--- src/hw/rtl/slfd_pkg.sv ---
`default_nettype none

package slfd_pkg;

  localparam int MAX_LEN = 30;
  localparam int CNT_W   = $clog2(MAX_LEN + 1);

  localparam logic [7:0] MAX_LEN_B  = 8'(MAX_LEN);
  localparam logic [7:0] SYNC_RESET = 8'hED;

  localparam logic [1:0] KIND_CMD    = 2'd0;
  localparam logic [1:0] KIND_DATA   = 2'd1;
  localparam logic [1:0] KIND_EMPTY  = 2'd2;
  localparam logic [1:0] KIND_BADLEN = 2'd3;

  localparam int QDEPTH  = 2;
  localparam int QPTR_W  = $clog2(QDEPTH);
  localparam int QCNT_W  = $clog2(QDEPTH + 1);

  typedef struct packed {
    logic [1:0] kind;
    logic [7:0] data;
    logic [4:0] index;
    logic       last;
  } slfd_rec_t;

  typedef struct packed {
    logic      valid;
    slfd_rec_t rec;
  } slfd_push_t;

endpackage

`default_nettype wire

--- src/hw/rtl/sync_length_frame_deframer.sv ---
// Sync/length frame deframer. Feed received serial bytes on in_byte; frames
// look like <sync> <len> <body...>. While hunting, every byte other than the
// sync byte (cfg register, 0xED after reset) is dropped without a result. The
// byte after sync is the body length: above MAX_LEN (30) it gives one request
// of kind bad-length, zero gives one empty-frame request, and both return to
// hunting. Otherwise each body byte gives one request: the first as the
// command (index 0), the rest as data with their index, the final one with
// out_last set. Sync bytes that open a frame, in-range nonzero lengths and
// other hunted bytes give no request. One byte is taken per clock while
// in_ready is high; the front classifies each accepted byte and pushes its
// request into a two-entry queue at the edge that accepts it, and the output
// register loads it when that register is empty or being drained. in_ready
// drops only when that queue is full, which happens only while the output
// side stalls. Write cfg only while idle.

`default_nettype none

module sync_length_frame_deframer
  import slfd_pkg::*;
(
  input  wire logic       clk,
  input  wire logic       rst_n,
  input  wire logic       cfg_we,
  input  wire logic [7:0] cfg_wdata,
  input  wire logic       in_valid,
  output logic            in_ready,
  input  wire logic [7:0] in_byte,
  output logic            out_valid,
  input  wire logic       out_ready,
  output logic [1:0]      out_kind,
  output logic [7:0]      out_byte,
  output logic [4:0]      out_index,
  output logic            out_last
);

  slfd_push_t push;
  logic       push_ready;
  logic       q_valid;
  logic       q_ready;
  slfd_rec_t  q_rec;

  // Front: hold the frame phase and counters, classify each byte, and
  // push a request record when the byte yields one.
  slfd_front u_front (
    .clk       (clk),
    .rst_n     (rst_n),
    .cfg_we    (cfg_we),
    .cfg_wdata (cfg_wdata),
    .in_valid  (in_valid),
    .in_ready  (in_ready),
    .in_byte   (in_byte),
    .q_ready   (push_ready),
    .push      (push)
  );

  // Queue: decouple the classifier from the output stall.
  slfd_queue u_queue (
    .clk        (clk),
    .rst_n      (rst_n),
    .push       (push),
    .push_ready (push_ready),
    .pop_valid  (q_valid),
    .pop_ready  (q_ready),
    .pop_rec    (q_rec)
  );

  // Back: drive the registered result channel.
  slfd_back u_back (
    .clk       (clk),
    .rst_n     (rst_n),
    .q_valid   (q_valid),
    .q_ready   (q_ready),
    .q_rec     (q_rec),
    .out_valid (out_valid),
    .out_ready (out_ready),
    .out_kind  (out_kind),
    .out_byte  (out_byte),
    .out_index (out_index),
    .out_last  (out_last)
  );

endmodule

`default_nettype wire

--- src/hw/rtl/slfd_front.sv ---
`default_nettype none

module slfd_front
  import slfd_pkg::*;
(
  input  wire logic       clk,
  input  wire logic       rst_n,
  input  wire logic       cfg_we,
  input  wire logic [7:0] cfg_wdata,
  input  wire logic       in_valid,
  output logic            in_ready,
  input  wire logic [7:0] in_byte,
  input  wire logic       q_ready,
  output slfd_push_t      push
);

  localparam logic [1:0] PH_HUNT = 2'd0;
  localparam logic [1:0] PH_LEN  = 2'd1;
  localparam logic [1:0] PH_BODY = 2'd2;

  logic [1:0]       phase_r, phase_nxt;
  logic [CNT_W-1:0] left_r, left_nxt;
  logic [CNT_W-1:0] pos_r, pos_nxt;
  logic [7:0]       sync_r;
  logic             accept;
  logic             is_last;

  assign in_ready = q_ready;
  assign accept   = in_valid && q_ready;
  assign is_last  = (left_r <= CNT_W'(1));

  always_comb begin
    phase_nxt = phase_r;
    left_nxt  = left_r;
    pos_nxt   = pos_r;
    push      = '0;
    if (accept) begin
      unique case (phase_r)
        PH_LEN: begin
          if (in_byte > MAX_LEN_B) begin
            phase_nxt     = PH_HUNT;
            left_nxt      = '0;
            pos_nxt       = '0;
            push.valid    = 1'b1;
            push.rec.kind = KIND_BADLEN;
            push.rec.last = 1'b1;
          end else if (in_byte == 8'd0) begin
            phase_nxt     = PH_HUNT;
            left_nxt      = '0;
            pos_nxt       = '0;
            push.valid    = 1'b1;
            push.rec.kind = KIND_EMPTY;
            push.rec.last = 1'b1;
          end else begin
            phase_nxt = PH_BODY;
            left_nxt  = CNT_W'(in_byte);
            pos_nxt   = '0;
          end
        end
        PH_BODY: begin
          push.valid     = 1'b1;
          push.rec.kind  = (pos_r == '0) ? KIND_CMD : KIND_DATA;
          push.rec.data  = in_byte;
          push.rec.index = 5'(pos_r);
          push.rec.last  = is_last;
          if (is_last) begin
            phase_nxt = PH_HUNT;
            left_nxt  = '0;
            pos_nxt   = '0;
          end else begin
            left_nxt = CNT_W'(left_r - 1'b1);
            pos_nxt  = CNT_W'(pos_r + 1'b1);
          end
        end
        default: begin
          // hunting, and the spare code behaves the same
          phase_nxt = PH_HUNT;
          if (in_byte == sync_r) begin
            phase_nxt = PH_LEN;
            left_nxt  = '0;
            pos_nxt   = '0;
          end
        end
      endcase
    end
  end

  always_ff @(posedge clk) begin
    if (!rst_n) begin
      phase_r <= PH_HUNT;
      left_r  <= '0;
      pos_r   <= '0;
      sync_r  <= SYNC_RESET;
    end else begin
      phase_r <= phase_nxt;
      left_r  <= left_nxt;
      pos_r   <= pos_nxt;
      if (cfg_we) begin
        sync_r <= cfg_wdata;
      end
    end
  end

endmodule

`default_nettype wire

--- src/hw/rtl/slfd_queue.sv ---
`default_nettype none

module slfd_queue
  import slfd_pkg::*;
(
  input  wire logic       clk,
  input  wire logic       rst_n,
  input  wire slfd_push_t push,
  output logic            push_ready,
  output logic            pop_valid,
  input  wire logic       pop_ready,
  output slfd_rec_t       pop_rec
);

  slfd_rec_t         mem_r [QDEPTH];
  logic [QPTR_W-1:0] wr_ptr_r, rd_ptr_r;
  logic [QCNT_W-1:0] count_r;
  logic              do_push, do_pop;

  assign push_ready = (count_r != QCNT_W'(QDEPTH));
  assign pop_valid  = (count_r != '0);
  assign pop_rec    = mem_r[rd_ptr_r];
  assign do_push    = push.valid && push_ready;
  assign do_pop     = pop_valid && pop_ready;

  always_ff @(posedge clk) begin
    if (do_push) begin
      mem_r[wr_ptr_r] <= push.rec;
    end
  end

  always_ff @(posedge clk) begin
    if (!rst_n) begin
      wr_ptr_r <= '0;
      rd_ptr_r <= '0;
      count_r  <= '0;
    end else begin
      if (do_push) begin
        wr_ptr_r <= (wr_ptr_r == QPTR_W'(QDEPTH - 1)) ? '0 : QPTR_W'(wr_ptr_r + 1'b1);
      end
      if (do_pop) begin
        rd_ptr_r <= (rd_ptr_r == QPTR_W'(QDEPTH - 1)) ? '0 : QPTR_W'(rd_ptr_r + 1'b1);
      end
      if (do_push && !do_pop) begin
        count_r <= QCNT_W'(count_r + 1'b1);
      end else if (do_pop && !do_push) begin
        count_r <= QCNT_W'(count_r - 1'b1);
      end
    end
  end

endmodule

`default_nettype wire

--- src/hw/rtl/slfd_back.sv ---
`default_nettype none

module slfd_back
  import slfd_pkg::*;
(
  input  wire logic      clk,
  input  wire logic      rst_n,
  input  wire logic      q_valid,
  output logic           q_ready,
  input  wire slfd_rec_t q_rec,
  output logic           out_valid,
  input  wire logic      out_ready,
  output logic [1:0]     out_kind,
  output logic [7:0]     out_byte,
  output logic [4:0]     out_index,
  output logic           out_last
);

  logic      valid_r;
  slfd_rec_t rec_r;

  // refill the output register when it is empty or being drained
  assign q_ready = !valid_r || out_ready;

  always_ff @(posedge clk) begin
    if (!rst_n) begin
      valid_r <= 1'b0;
    end else if (q_ready) begin
      valid_r <= q_valid;
    end
  end

  always_ff @(posedge clk) begin
    if (q_ready && q_valid) begin
      rec_r <= q_rec;
    end
  end

  assign out_valid = valid_r;
  assign out_kind  = rec_r.kind;
  assign out_byte  = rec_r.data;
  assign out_index = rec_r.index;
  assign out_last  = rec_r.last;

endmodule

`default_nettype wire

--- config.mk ---
export PLATFORM = sky130hd
export DESIGN_NAME = sync_length_frame_deframer
export DESIGN_NICKNAME = d
export VERILOG_FILES = /design/src/hw/rtl/slfd_pkg.sv /design/src/hw/rtl/sync_length_frame_deframer.sv /design/src/hw/rtl/slfd_front.sv /design/src/hw/rtl/slfd_queue.sv /design/src/hw/rtl/slfd_back.sv
export SDC_FILE = /design/constraint.sdc
export NUM_CORES = 1
export LEC_CHECK = 0
export CORE_ASPECT_RATIO = 1.75
export CORE_MARGIN = 1
export CORE_UTILIZATION = 45
export CTS_BUF_LIST = sky130_fd_sc_hd__clkbuf_8
export DETAILED_ROUTE_END_ITERATION = 10
export DONT_BUFFER_PORTS = 1
export PLACE_DENSITY = 0.7
export SYNTH_ARGS = -nofsm -noshare
export SYNTH_HDL_FRONTEND = slang
export SYNTH_SLANG_ARGS = --single-unit
--- constraint.sdc ---
create_clock -name clk -period 2.1 [get_ports clk]
set_input_delay 0.21 -clock clk [delete_from_list [all_inputs] [get_ports clk]]
set_output_delay 0.21 -clock clk [all_outputs]
set_load 0.02 [all_outputs]
==> out/qor.csv <==
stage;metric;value;unit
synth;Synth top area share;0.440;
synth;number of enable flip-flop cells after synthesis;48;
sta;RSZ-0062 raised after global routing;no;
drt;1st-pass router iterations;4;
layout;FILL cells;585;
critical_path;Crit Path Category;reg2reg;
global_routing;first-pass GRT wire length;9630;um
power_and_ir_drop;Clock power frac;0.274;
place;# placed instances;343;
synth;FF+latch count, synth;73;
layout;area grow syn2layout;15.6;%
sta;Final Cycle Share;0.946;
floorplanning;core area;0.00696;mm2
global_routing;Most Used Layer, Global Route;met2;
place;Port Buffer Count;0;
power_and_ir_drop;sequential fraction of design power;0.554;
sta;Max Fclk;503;MHz
layout;fin cells;372;
critical_path;Crit Reg-Reg Endpoint;u_queue.count_r[1];
global_routing;largest net degree at the start of global routing;18;
sta;setup violators final;0;
floorplanning;Die W;66.5;um
drt;vias;2028;
global_routing;GR Overflow Total;0;
sta;Final Max Slew Viols;0;
sta;Worst Skew;8.54;ps
min_path;worst hold stages;1;
global_routing;initial antenna violation count;0;
sta;Max-Slew Margin vs Limit;0.500;
layout;register area;0.00194;mm2
floorplanning;die height;115;um
critical_path;CP arrival;2290;ps
cts;CTS Root Cell;clkbuf_8;
cts;maximum clock path buffer count;2;
power_and_ir_drop;Cell Int Power;2.54;mW
synth;synthesized net count;284;
global_routing;GRT Resource Usage Total;0.174;
critical_path;Setup crit start kind;flip-flop;
layout;n_diodes;0;
drt;DR iter-0 viols;114;
cts;Num Clock Sinks;73;
synth;Cells after Synth;256;
sta;worst-margin pin slew;749;ps
cts;CTS tree;yes;
layout;Core Util, Final;0.544;
synth;sequential share of the synthesized area;0.593;
critical_path;CP Max Fanout;3;
cts;CTS buffer count;9;
global_routing;GR Util met2;0.294;
layout;final net count;311;
synth;Mean Syn Cell Area;12.8;um2
drt;DRT antenna net count;0;
layout;layout cells sized above 1;0.212;
synth;dominant synthesized flop cell;edfxtp_1;
place;routability cong.;0.861;
floorplanning;Die ar.;0.00763;mm2
critical_path;CP required;2400;ps
min_path;Hold Startpoint;rst_n;
critical_path;flop2flop setup slack;110;ps
synth;mapped cell area;0.00327;mm2
global_routing;vias in the first global route;2035;
drt;Total Wirelength;6080;um
power_and_ir_drop;sw power;1.10;mW
synth;Distinct cells, synth;51;
cts;Clock Latency Late Sink;360;ps
floorplanning;Initial Util;0.471;
floorplanning;row count;40;
synth;dominant cell type by area after synthesis;edfxtp_1;
job;Max-cap violations;0;
power_and_ir_drop;pwr dens;961;mW/mm2
critical_path;R2R cell count;9;
outcome;status;complete, no violations;
global_routing;met1 usage;0.183;
floorplanning;Top Ports;39;
power_and_ir_drop;Logic pwr share;0.173;
drt;wire per inst;16.4;um
power_and_ir_drop;Peak VDD IR;0.407;mV
global_routing;M3 GR Usage;0.0476;
synth;Post-synth top cells;edfxtp_1 (48), dfxtp_1 (25), nand2_1 (22);
synth;count leader, synth;edfxtp_1;
min_path;Worst Hold Path EP;u_front.phase_r[1];
drt;drc violations;0;
power_and_ir_drop;sw frac;0.303;
synth;Synth async-reset ratio;0;
critical_path;worst reg2reg path startpoint;u_front.phase_r[0];
sta;final hold viol count;0;
power_and_ir_drop;LEAKAGE;1.33;nW
place;DPL Wire Length;4110;um
min_path;Hold Crit Class;in2reg;
critical_path;Worst setup EP type;flip-flop;
drt;Vias per Instance;5.45;
cts;htree depth;3;
synth;top post-synthesis cells by area;edfxtp_1 (44%), dfxtp_1 (15%), mux2_2 (5.5%), mux2i_1 (3.4%), xor2_1 (3.2%);
synth;total of warnings raised by yosys;0;
layout;area taken by multi-input logic gates;0.00127;mm2
sta;Final min period;1990;ps
cts;Clock Pin Slew Worst Setup and Hold Paths;80;ps
==> logic make-up (layout without fill, tap and decap cells) <==
kind of cell             Yosys count  after routing  share of synthesized area
adder cells (fa/ha/maj)            7              7                     0.0267
XOR/XNOR                          14             14                     0.0374
flip-flops                        73             73                      0.593
AND/OR/NAND/NOR                   82             82                      0.143
multiplexers                      27             27                     0.0887
AO/OA/AOI/OAI                     33             33                     0.0860
buffers and inverters             20             52                     0.0256
==> power by group through the flow <==
stage / Sequential [mW] / Combinational (mW) / Clock [mW]
floorplan: 2.00 / 0.455 / 0
global placement: 2.05 / 0.574 / 0
detailed placement: 2.05 / 0.586 / 0
CTS: 2.02 / 0.621 / 1.01
global route: 2.05 / 0.696 / 1.06
finish: 2.01 / 0.627 / 0.996
==> placed cells by master (no fill, tap or decap), types with 3 or more instances in the layout <==
master         instances
buf_4                 11
a22oi_1                5
o31a_1                 3
clkbuf_8              10
dlygate4sd3_1         13
inv_1                 10
o22ai_1                5
xor2_1                12
mux2_2                16
nor3_1                 3
nor2_1                10
nand3_1                5
edfxtp_1              48
dfxtp_1               24
nand2b_1               4
and2_1                 4
mux2i_1               11
nor2b_1                3
ha_1                   7
nand2_1               22
and3_1                13
==> cell type report <==
class,count,area share
Tap cell,84,0.0278
Sequential cell,73,0.513
Clock inverter,6,0.0109
Inverter,10,0.00992
Multi-Input combinational cell,163,0.335
Clock buffer,10,0.0364
Timing Repair Buffer,26,0.0668
==> worst max-delay path: stages, from the launching register on <==
cell and delay, ps:
dfxtp_2 340, inv_1 40, ha_1 300, inv_1 70, and3_4 180, o211ai_1 130
o21ai_2 110, ha_1 260, or3_1 380, a21boi_2 120
==> sequential cells by signal (all words and copies together), names as in the netlist <==
name / count
u_back.out_index: 5
u_back.out_last: 1
u_queue.mem_r: 32
u_back.out_byte: 8
u_front.phase_r: 2
u_back.out_kind: 2
u_queue.wr_ptr_r: 1
u_front.pos_r: 5
u_front.left_r: 5
u_queue.rd_ptr_r: 1
u_front.sync_r: 8
u_queue.count_r: 2
u_back.out_valid: 1
==> per-stage QoR <==
stage | power (mW) | hold slack, ps | setup TNS, ps | setup slack [ps] | cell area [um2]
after global placement | 2.62 | 281 | 0 | 56.5 | 3470
after detailed placement | 2.64 | 283 | -15.6 | -15.6 | 3470
after global routing | 3.81 | 17.3 | 0 | 24.2 | 3780
after CTS | 3.65 | 0.738 | 0 | 10.1 | 3770
after floorplan | 2.45 | 339 | 0 | 14.6 | 3280
final | 3.64 | 16.4 | 0 | 113 | 3780
==> routing by layer <==
| metal | wire, um | up-vias |
|---|---|---|
| met4 | 220 | 0 |
| met3 | 187 | 13 |
| met2 | 3350 | 48 |
| li1 | - | 994 |
| met1 | 2330 | 973 |
| met5 | 0 | - |
==> worst max-delay path by stage <==
stage                             from                  end  cells past startpoint
floorplan           u_queue.count_r[0]  u_queue.mem_r[1][0]                      5
global placement            in_byte[0]   u_queue.count_r[1]                      7
detailed placement          in_byte[0]   u_queue.count_r[1]                      7
CTS                 u_front.phase_r[0]   u_queue.count_r[1]                      9
global route        u_front.phase_r[0]   u_queue.count_r[1]                     10
finish              u_front.phase_r[0]   u_queue.count_r[1]                      9
==> timing repair <==
action | 4_1_cts | 5_1_grt
resized for setup | 0 | 4
setup endpoints to repair | 0 | 1
hold endpoints to repair | 17 | 0
setup buffers | 0 | 0
hold buffers | 13 | 0
No activity file was read; power rests on OpenSTA's default activity.
